===== src/tli_divider.sv =====
// Restoring divider: 48-bit dividend over a 32-bit divisor, one quotient bit
// per cycle. Only the low 17 quotient bits are ever nonzero, so 48 steps
// keep the full width but the remainder stays 33 bits.
module tli_divider (
  input  logic        clk,
  input  logic        rst,
  input  logic        start,
  input  logic [47:0] num,
  input  logic [31:0] den,
  output logic        done,
  output logic [16:0] quot
);

  logic [47:0] dvd;
  logic [32:0] rem;
  logic [5:0]  step;
  logic        busy;
  logic [32:0] rem_sh;
  logic [33:0] diff;

  assign rem_sh = {rem[31:0], dvd[47]};
  assign diff   = {1'b0, rem_sh} - {2'b00, den};

  always_ff @(posedge clk) begin
    if (rst) begin
      busy <= 1'b0;
      done <= 1'b0;
    end else begin
      done <= 1'b0;
      if (start) begin
        busy <= 1'b1;
        dvd  <= num;
        rem  <= '0;
        step <= '0;
      end else if (busy) begin
        if (diff[33]) begin
          rem <= rem_sh;
          dvd <= {dvd[46:0], 1'b0};
        end else begin
          rem <= diff[32:0];
          dvd <= {dvd[46:0], 1'b1};
        end
        step <= step + 6'd1;
        if (step == 6'd47) begin
          busy <= 1'b0;
          done <= 1'b1;
        end
      end
    end
  end

  assign quot = dvd[16:0];

endmodule


===== config.mk =====
export PLATFORM = sky130hd
export DESIGN_NAME = tli_divider
export DESIGN_NICKNAME = d
export VERILOG_FILES = /design/src/tli_divider.sv
export SDC_FILE = /design/constraint.sdc
export NUM_CORES = 1
export LEC_CHECK = 0
export ABC_AREA = 1
export BUFFER_PORTS_ARGS = -buffer_cell sky130_fd_sc_hd__buf_2
export CAP_MARGIN = 5
export CORE_AREA = 5 5 158 122
export DETAILED_ROUTE_END_ITERATION = 10
export DIE_AREA = 0 0 163 127
export GPL_ROUTABILITY_DRIVEN = 0
export PLACE_DENSITY_LB_ADDON = 0.3
export SETUP_SLACK_MARGIN = 0.1
export SYNTH_ARGS = -nofsm -noshare
export SYNTH_HDL_FRONTEND = slang
export SYNTH_SLANG_ARGS = --single-unit

===== constraint.sdc =====
create_clock -name clk -period 6.15 [get_ports clk]
set_input_delay 0.615 -clock clk [delete_from_list [all_inputs] [get_ports clk]]
set_output_delay 0.615 -clock clk [all_outputs]
set_load 0.01 [all_outputs]

==> impl_metrics.ini <==
[setup_path]
crit_path_start_kind = primary input
slowest_delay_ps = 820
critPathKind = primary input to flip-flop
arrival_ps = 2690
end_kind = flip-flop
crit_required_ps = 6170
crit_chain = buf_2, inv_2, a21oi_4, buf_12
crit_family = buffers and inverters
critical_path.startpoint = start
cp_slowest_cell = a21oi_4
r2r-start = dvd[47]
crit_fanout = 58
cp_num_buf_inv = 3

[floorplan]
core_um2 = 17450
num_io_pins = 101
fp.dieH_um = 127
rows = 42
start_util_pct = 39.32
dieWidth_um = 163
die-area_um2 = 20700

[synth]
async_flop_share_pct = 0
synth_warnings = 0
synthFlopType = edfxtp_1
synth-seq-area-share_pct = 38.23
syn_avg_cell_area_um2 = 6.819
synth_seq_cells = 88
netlist_area_um2 = 6860
synthDistinctLibCells = 36
syn_inst = 1006
syn_nets = 1123
synth_edf_count = 86

[place]
dp_hpwl_mm = 12.88
place_inst = 1313
port_buffers = 100

[global_routing]
grt_usage_pct = 16.71
first_global_vias = 5725
gr-total-overflow = 0
grt_pass1_wl_mm = 27.79
antenna_found_initial = 0
grt_start_max_net_pins = 84

[clock_network]
cts_tree = yes
cts_resized = 0
worstSkewPairLatency_ps = 350
numCtsBuffers = 9
cts_setup_buffers = 0
h-tree-depth = 3
clockBufferDepth = 2
hold_buffers = 0
clk_pin_slew_ps = 70
cts_sinks = 88
clockRootBuffer = clkbuf_16

[detailed_routing]
drt-vias-per-instance = 4.527
drt_wl_total_mm = 16.94
drcViolationCount = 0
drtIter0Drc = 414
detail_route.wl_per_cell_um = 12.75
first_pass_iters = 5
vias = 6017
ant_nets = 0

[power_and_ir_drop]
ir_worst_vdd_mv = 0.1290
p_per_area_nw_per_um2 = 242.4
power.leakage_nw = 4.250

[timing]
rsz0062_at_grt = no
setup_violations = 0
finClkSkew_ps = 9.185
slew_headroom_pct = 33.77
worstMarginPinSlew_ps = 991.3
max_freq_mhz = 374.3
slew_violations = 0
fin_crit_ps = 2671
hold_viol = 0
finalCritPeriodShare_pct = 43.44
tns_ps = 0

[final_layout]
diodes = 0
nNetsFinal = 1199
fill_cells = 1879
final_common_cell = nand2_1
drive_gt1_share_pct = 13.98
final_cell_mix = nand2_1 (448), inv_1 (171), buf_2 (100), nor2_1 (89), edfxtp_1 (86)
post-route-util_pct = 44.56
area_delta_synth_final_pct = 13.31
instances_no_fill = 1329

[worst_hold_path]
hp-class = primary input to flip-flop
min_from = rst

[status]
status = finished, final reports clean

[run]
cap_violations = 0
[layout make-up]
cell class | instances | area, um^2 | share of cell area [%]
clock buffer | 9 | 225.2 | 2.897
clock inverter | 7 | 73.82 | 0.9496
inverter | 176 | 665.6 | 8.563
multi-input combinational | 705 | 3356 | 43.17
sequential | 88 | 2623 | 33.74
tap | 242 | 302.8 | 3.895
timing repair buffer | 102 | 528.0 | 6.792
[synthesized netlist by cell type (3+ instances only)]
| master | number | area share, % |
|---|---|---|
| clkbuf_1 | 15 | 0.82 |
| nor2_2 | 12 | 1.1 |
| edfxtp_1 | 86 | 38 |
| nand2_2 | 9 | 0.82 |
| and2_1 | 4 | 0.36 |
| a21oi_1 | 19 | 1.4 |
| inv_1 | 172 | 9.4 |
| buf_6 | 3 | 0.49 |
| nand3b_1 | 19 | 2.1 |
| buf_4 | 17 | 1.9 |
| nor2_1 | 89 | 4.9 |
| nand3_1 | 31 | 2.3 |
| ha_1 | 33 | 6.0 |
| xor2_1 | 14 | 1.8 |
| nand2_1 | 448 | 25 |
| nand4_1 | 8 | 0.73 |
[metal layers]
layer  global-route usage (%)  vias up  share of wire, %
met3                    3.863       22               6.7
li1                         -     3204                 -
met4                    4.142        0               1.1
met2                    25.02      144                42
met1                    24.52     2647                50
met5                        0        -                 0
[cell families (layout without fill, tap and decap cells)]
kind of cell             count (synthesis)  in the layout  share of synthesized area, %
AO/OA/AOI/OAI                           26             26                         2.189
XOR/XNOR                                15             15                         1.915
adder cells (fa/ha/maj)                 34             34                         6.310
buffers and inverters                  213            294                         13.02
flip-flops                              88             88                         38.23
AND/OR/NAND/NOR                        630            630                         38.34
[worst register-to-register path: stages (launching register included)]
cell	delay (ps)
edfxtp_1	360
inv_1	130
ha_1	170
inv_1	70
fa_1	440
nand3_1	130
nand3_1	170
nand2_1	100
nand2_1	160
nand2_1	100
nand2_1	120
nand2_1	130
nand2_1	60
nand2_1	60
nand3_1	80
nand2_1	80
inv_1	30
[through the flow]
step | setup slack (ps) | instance area (um^2) | hold WS, ps | power [W]
after floorplan | 289.7 | 6860 | 420.9 | 0.001194
after global placement | 3139 | 7475 | 492.3 | 0.001324
after detailed placement | 3063 | 7475 | 495.8 | 0.001329
after CTS | 3445 | 7774 | 503.4 | 0.001892
after global routing | 3276 | 7774 | 509.4 | 0.002001
final | 3479 | 7774 | 505.4 | 0.001884
[worst paths after layout]
path              cells after the start  slack (ps)       to
hold / removal                        2         510     done
hold reg to reg                       2         520  dvd[47]
setup / recovery                      4        3480   rem[8]
setup reg to reg                     16        3530  rem[28]
[power breakdown]
| part | internal (W) | switching [W] |
|---|---|---|
| Clock | 0.000287 | 0.000273 |
| Sequential | 0.000726 | 0.0000217 |
| Combinational | 0.000200 | 0.000376 |
[state kept, by name, indices dropped and copies added, names as in the netlist]
signal,count
rem,32
dvd,48
busy,1
done,1
step,6
Note: power is estimated with default switching activity, not from simulation.
