[src/tli_pkg.sv]
package tli_pkg;

  // Request kinds.
  localparam logic [1:0] KIND_CLEAR  = 2'd0;
  localparam logic [1:0] KIND_INSERT = 2'd1;
  localparam logic [1:0] KIND_QUERY  = 2'd2;

  // Result status codes.
  localparam logic [1:0] STATUS_OK    = 2'd0;
  localparam logic [1:0] STATUS_EMPTY = 2'd1;
  localparam logic [1:0] STATUS_FULL  = 2'd2;

  // One stored point.
  typedef struct packed {
    logic signed [31:0] alt;
    logic signed [31:0] dens;
    logic signed [31:0] press;
  } point_t;

  // Control broadcast from the sequencer to every cell.
  typedef struct packed {
    logic   clear;
    logic   insert;
    logic   scan;
    point_t pt;
  } cell_ctl_t;

endpackage

[src/tli_cell.sv]
// One table slot. On insert each cell compares its key with the new point and
// either keeps its point, takes the new one, or takes its left neighbor's
// point, so the points with greater keys all shift right by one together. During a scan
// the row rotates left by one slot a cycle so that the head cell presents
// consecutive points to the sequencer.
module tli_cell (
  input  logic              clk,
  input  logic              rst,
  input  tli_pkg::cell_ctl_t ctl,
  input  tli_pkg::point_t   left_pt,
  input  logic              left_valid,
  input  logic              left_goes,
  input  tli_pkg::point_t   right_pt,
  input  logic              right_valid,
  output tli_pkg::point_t   pt,
  output logic              valid,
  output logic              goes
);

  // A valid point with a key greater than the new one moves right.
  assign goes = valid && (pt.alt > ctl.pt.alt);

  always_ff @(posedge clk) begin
    if (rst || ctl.clear) begin
      valid <= 1'b0;
    end else if (ctl.insert) begin
      if (left_goes) begin
        pt    <= left_pt;
        valid <= left_valid;
      end else if (goes || !valid) begin
        // The new point lands in the first cell that moves or is free, right
        // after an occupied neighbor (the head's left edge counts as occupied).
        if (left_valid) begin
          pt    <= ctl.pt;
          valid <= 1'b1;
        end
      end
    end else if (ctl.scan) begin
      pt    <= right_pt;
      valid <= right_valid;
    end
  end

endmodule

[config.mk]
export PLATFORM = sky130hd
export DESIGN_NAME = tli_cell
export DESIGN_NICKNAME = d
export VERILOG_FILES = /design/src/tli_pkg.sv /design/src/tli_cell.sv
export SDC_FILE = /design/constraint.sdc
export NUM_CORES = 1
export LEC_CHECK = 0
export ABC_CLOCK_PERIOD_IN_PS = 7350
export BUFFER_PORTS_ARGS = -buffer_cell sky130_fd_sc_hd__buf_2
export CORE_AREA = 10 10 146 148
export DETAILED_ROUTE_END_ITERATION = 8
export DIE_AREA = 0 0 156 158
export PLACE_DENSITY = 0.66
export SYNTH_ARGS = -nofsm -noshare
export SYNTH_HDL_FRONTEND = slang
export SYNTH_SLANG_ARGS = --single-unit
[constraint.sdc]
create_clock -name clk -period 7.35 [get_ports clk]
set_clock_uncertainty 0.1 [all_clocks]
set_input_delay 0.735 -clock clk [delete_from_list [all_inputs] [get_ports clk]]
set_output_delay 0.735 -clock clk [all_outputs]
set_load 0.02 [all_outputs]
==> metrics.yaml, run 1 <==
dieArea_mm2: 0.0246
synth_top_area_share_pct: 50.0
clk_pin_slew_ns: 0.07
syn_avg_cell_area_um2: 10.5
die_w_um: 156
worstSetupEndpointType: "primary output"
vias: 5404
nNetsFinal: 1255
path_depth: 10
core_area_mm2: 0.0185
synth_ff_type: "edfxtp_1"
post_cts_buffers: 0
cts_tree: "done"
drt_iter0_markers: 216
fin_cells: 1167
placed_cells: 1150
synth_edf_count: 96
fill_cells: 1815
p_seq_share_pct: 46.4
synthAdderAreaFrac_pct: 6.95
rsz0062_at_grt: "no"
synthArstFlopShare_pct: 0
finalPower_w: 0.00144
tightest_slew_ns: 0.893
relSlewSlack_pct: 40.5
cts_root_buf: "clkbuf_16"
endpoint: "goes"
grt_pass1_wl_um: 31200
synth-xor-area-share_pct: 0
clk-insertion-delay-late_ns: 0.34
syn_to_final_growth_pct: 42.6
synthSimpleGateAreaFrac_pct: 9.64
first_pass_iters: 4
rows: 50
cp-startpoint: "ctl[78]"
cp.arrival_ns: 2.70
dp_hpwl_um: 17700
fin_crit_ns: 3.54
portBuffers: 393
r2r-end: "pt[36]"
cp_top_family: "compound AO/OA/AOI/OAI gates"
antenna_found_initial: 2
routed_wl_um: 21300
finalCritPeriodShare_pct: 48.1
gp_congestion: 0.911
drtAntennaViolNets: 0
synthCells: 551
htree_levels: 3
leakagePower_nw: 4.03
clkPwrFrac_pct: 30.4
grt_overflow: 0
grtUsageTotal_pct: 16.2
vias_per_cell: 4.63
cts_buffers: 9
crit_required_ns: 6.51
drive_gt1_share_pct: 44.7
synth_warnings: 0
ir_drop_v: 0.000118
max_stage_delay_ns: 0.40
synth_compound_area_share_pct: 11.7
drv_slew: 0
finalSetupTns_ns: 0
ios: 394
swShare_pct: 28.4
ys_types: 30
r2r_cells: 8
crit_chain: "buf_2, inv_1, ha_1, a21oi_1, nand2_1, a211o_1, or4_1, o21ai_1, a2111oi_2, buf_2"
syn-cell-area_mm2: 0.00576
cts_num_sinks: 97
fmax_mhz: 283
grt_start_max_net_pins: 80
setup_viol: 0
synth_top_family_by_area: "multiplexers"
regToRegSetupSlack_ns: 4.16
combPwrFrac_pct: 23.2
clock_path_buffers: 2
path_buf_inv: 3
cp-start-kind: "input port"
initial_core_util_pct: 31.2
switchingPower_w: 0.000408
postCtsHoldBufs: 0
synth_mux_area_share_pct: 16.7
synth_area_leaders: "edfxtp_1, mux2i_1, a21oi_1"
die_h_um: 158
grt_pass1_vias: 5682
power.density_mw_per_mm2: 175
drc: 0
maxCapViolations: 0
status: "complete, no violations"
crit_top_cell: "buf_2"
hp-class: "flop to flop"
cts-resized-gates: 0
r2r_start: "pt[91]"
drt-wirelength-per-cell_um: 18.2
synth.net_count: 879
p_int_w: 0.00103
synth_area_leader_cell: "edfxtp_1"
cp_slowest_cell: "or4_1"
critPathMaxFanout: 3
synth-seq-cells: 97
path_class: "input port to primary output"
hold_viol_final: 0
ys_seq_area_share_pct: 50.4
[power groups by stage]
| stage | clock, W | sequential (W) | combinational, W |
|---|---|---|---|
| floorplan | 0 | 0.000727 | 0.000140 |
| global placement | 0 | 0.000678 | 0.000334 |
| detailed placement | 0 | 0.000679 | 0.000338 |
| CTS | 0.000454 | 0.000667 | 0.000339 |
| global route | 0.000480 | 0.000671 | 0.000371 |
| finish | 0.000438 | 0.000667 | 0.000333 |
[cell usage after synthesis, types with 3 or more instances]
master / n
a21oi_1: 108
nor2_1: 102
edfxtp_1: 96
mux2i_1: 96
inv_1: 35
ha_1: 32
clkbuf_1: 21
buf_2: 10
nand2_1: 8
nand4_1: 6
nand3_1: 5
o21ai_0: 5
a211oi_1: 3
nor3_1: 3
[tightest hold or removal path, delay by kind of cell, from the launching register on]
kind / cells / cell delay (ns)
AO/OA/AOI/OAI: 2 / 0.16
flip-flops: 1 / 0.35
[stage by stage]
| stage | utilization, % | hold WS, ns | instance area (um^2) | setup slack (ns) |
|---|---|---|---|---|
| 2_1_floorplan | - | 0.475 | 5760 | 0.412 |
| 3_3_place_gp | 43.1 | 0.436 | 7950 | 3.73 |
| 3_5_place_dp | 43.1 | 0.451 | 7950 | 3.70 |
| 4_1_cts | 44.5 | 0.446 | 8220 | 3.81 |
| 5_1_grt | 44.5 | 0.444 | 8220 | 3.66 |
| 6_report | 44.5 | 0.455 | 8220 | 3.81 |
[metal layers]
layer / global-route usage, % / share of wire [%] / up-vias
met2: 28.1 / 51 / 237
met3: 6.84 / 10 / 17
li1: - / - / 2769
met1: 18.1 / 38 / 2379
met4: 3.73 / 1.2 / 2
met5: 0 / 0.061 / -
[kinds of logic after synthesis]
kind of cell / after synthesis
AND/OR/NAND/NOR: 131
buffers and inverters: 68
AO/OA/AOI/OAI: 127
multiplexers: 96
adder cells (fa/ha/maj): 32
flip-flops: 97
[cell usage in the layout (no fill, tap or decap), drive strengths merged, types with 2 or more instances in the layout]
cell type and n:
buf 398, a21oi 108, nor2 102, mux2i 96
edfxtp 96, inv 36, ha 32, clkbuf 9
nand2 8, nand4 7, o21ai 7, nand3 5
clkinv 5, nor3 3, a211oi 3, a21o 2
nor2b 2, a211o 2, and4 2
[state kept, by name, indices dropped and copies added (netlist names)]
name	count
pt	96
valid	1
[how the worst min path moves through the flow]
stage | startpoint | cells after the start | endpoint | slack, ns
global route | rst | 2 | valid | 0.44
global placement | valid | 2 | valid | 0.44
CTS | rst | 2 | valid | 0.45
detailed placement | valid | 2 | valid | 0.45
finish | valid | 2 | valid | 0.46
floorplan | valid | 2 | valid | 0.48
[layout make-up]
class                           instances  area [um^2]  area share (%)
Clock inverter                          7         46.3           0.563
Multi-Input combinational cell        386         2610            31.7
Timing Repair Buffer                  398         2010            24.5
Inverter                               35          131            1.60
Sequential cell                        97         2900            35.3
Clock buffer                            9          225            2.74
Antenna cell                            1         2.50          0.0304
Tap cell                              234          293            3.56
Power figures use the tool's default switching activity.
==> inputs of run 2 (changes only) <==
Settings changed: ABC_CLOCK_PERIOD_IN_PS 7350 to 3400, CORE_AREA 10 10 146 148 to 10 10 143 145, DIE_AREA 0 0 156 158 to 0 0 153 155.
Clock period 7.35 ns to 3.4 ns, I/O delays scaled along.
==> run 2 against run 1 <==
Effect of this change: worst setup slack got worse by 3.5 ns; sequential power increased by 120%; total power increased by 130%; global-route usage increased by 0.75 points.
==> metrics.yaml, run 2 (same netlist as run 1, synthesis figures left out) <==
drc: 0
layout_setup_ws_ns: 0.300
cp-start-kind: "flop"
clkPwrFrac_pct: 33.6
rsz0062_at_grt: "no"
finalCoreUtilization_pct: 47.2
clock_path_buffers: 2
grt_pass1_wl_um: 31600
ir_drop_v: 0.000259
drt_iter0_markers: 215
postCtsHoldBufs: 0
place_area_mm2: 0.00802
pre_cts_slack_ns: 0.400
routed_wl_um: 21300
initial_core_util_pct: 32.6
max_stage_delay_ns: 0.39
drtAntennaViolNets: 0
rows: 49
ios: 394
p_int_w: 0.00238
critPathMaxFanout: 3
layout_common_cells: "buf_2, a21oi_1, nor2_1, mux2i_1, edfxtp_1"
combPwrFrac_pct: 22.4
final_common_cell: "buf_2"
first_pass_iters: 4
die_h_um: 155
swShare_pct: 27.2
grt_pass1_vias: 5719
antenna_found_initial: 1
fmax_mhz: 323
nNetsFinal: 1257
top_regs: "pt: 96 flops, valid: 1 flops"
relSlewSlack_pct: 40.3
die_w_um: 153
crit_chain: "ha_1, nand4_1, nor3_2, a21boi_0, or4_1, o21ai_1, a2111oi_2, buf_2"
p_seq_share_pct: 44.1
vias_per_cell: 4.67
htree_levels: 3
largest_reg_flops: 96
gp_congestion: 0.846
power.density_mw_per_mm2: 392
status: "complete, no violations"
grt_start_max_net_pins: 92
finalCritPeriodShare_pct: 91.2
grt_overflow: 0
drive_gt1_share_pct: 45.3
regMostFlops: "pt"
tightest_slew_ns: 0.895
cp_slowest_cell: "edfxtp_1"
crit_required_ns: 2.96
portBuffers: 393
syn_to_final_growth_pct: 44.6
cts_buffers: 9
drt-wirelength-per-cell_um: 18.3
hold_viol_final: 0
clk-insertion-delay-late_ns: 0.35
hp-class: "input port to flop"
dp_hpwl_um: 18000
fin_crit_ns: 3.10
cts_root_buf: "clkbuf_16"
cp.arrival_ns: 2.66
drv_slew: 0
dieArea_mm2: 0.0237
clk_pin_slew_ns: 0.06
cts_tree: "done"
path_class: "flop to primary output"
worstSetupEndpointType: "primary output"
vias: 5436
switchingPower_w: 0.000888
cts_num_sinks: 97
finalSetupTns_ns: 0
maxCapViolations: 0
design_area_mm2: 0.00834
setup_viol: 0
diodes: 0
grtUsageTotal_pct: 17.0
leakagePower_nw: 4.08
core_area_mm2: 0.0177
[run 2: cell types whose count changed in the layout (fill, tap and decap cells not counted), moves of 2 or more]
cell       change
bufinv_16      +2
ha_1           -2
buf_12         +3
clkinv_4       -2
ha_4           +2
[run 2: final cells by class]
| class | instances | area (um^2) |
|---|---|---|
| clock inverters | 7 | 91.3 |
| flip-flops and latches | 97 | 2900 |
| fillers | 1721 | 9320 |
| inverters | 35 | 131 |
| well taps | 229 | 287 |
| repair buffers | 400 | 2070 |
| clock buffers | 9 | 225 |
| multi-input cells | 386 | 2640 |
[run 2: worst paths after layout]
check	from	slack, ns	cells past startpoint	to
worst max-delay path	pt[78]	0.30	8	goes
worst min-delay path	rst	0.07	2	valid
worst max register to register	pt[89]	0.67	8	pt[2]
worst min register to register	valid	0.43	2	valid
[run 2: power groups by stage]
stage	sequential [W]	clock (W)	combinational, W
3_5_place_dp	0.00147	0	0.000741
2_1_floorplan	0.00156	0	0.000308
5_1_grt	0.00145	0.00116	0.000814
3_3_place_gp	0.00146	0	0.000732
6_report	0.00144	0.00110	0.000732
4_1_cts	0.00144	0.00112	0.000743
[run 2: what timing repair did]
item | in CTS | in global routing
setup buffers | 0 | 0
endpoints found under the setup margin | 0 | 1
gates resized for setup | 0 | 1
[run 2: worst max-delay path: cells and delay by family, from the launching register on]
family,cells,cell delay (ns)
DFF,1,0.39
AOI/OAI and AO/OA,3,0.67
buffers and inverters,1,0.24
adders and majority gates,1,0.33
and+or+nand+nor,3,0.69
[run 2: stage by stage]
| stage | instances | power (W) | hold WS (ns) |
|---|---|---|---|
| after global placement | 1147 | 0.00220 | 0.408 |
| after floorplan | 551 | 0.00187 | 0.313 |
| after CTS | 1163 | 0.00331 | 0.0501 |
| after global routing | 1163 | 0.00343 | 0.0586 |
| final | 1163 | 0.00327 | 0.0701 |
| after detailed placement | 1147 | 0.00221 | 0.416 |
[run 2: layer usage]
layer / track usage [%] / part of all wire [%]
met1: 18.2 / 37
met3: 6.23 / 8.4
met5: 0 / 0.061
met2: 30.6 / 53
met4: 4.90 / 1.4
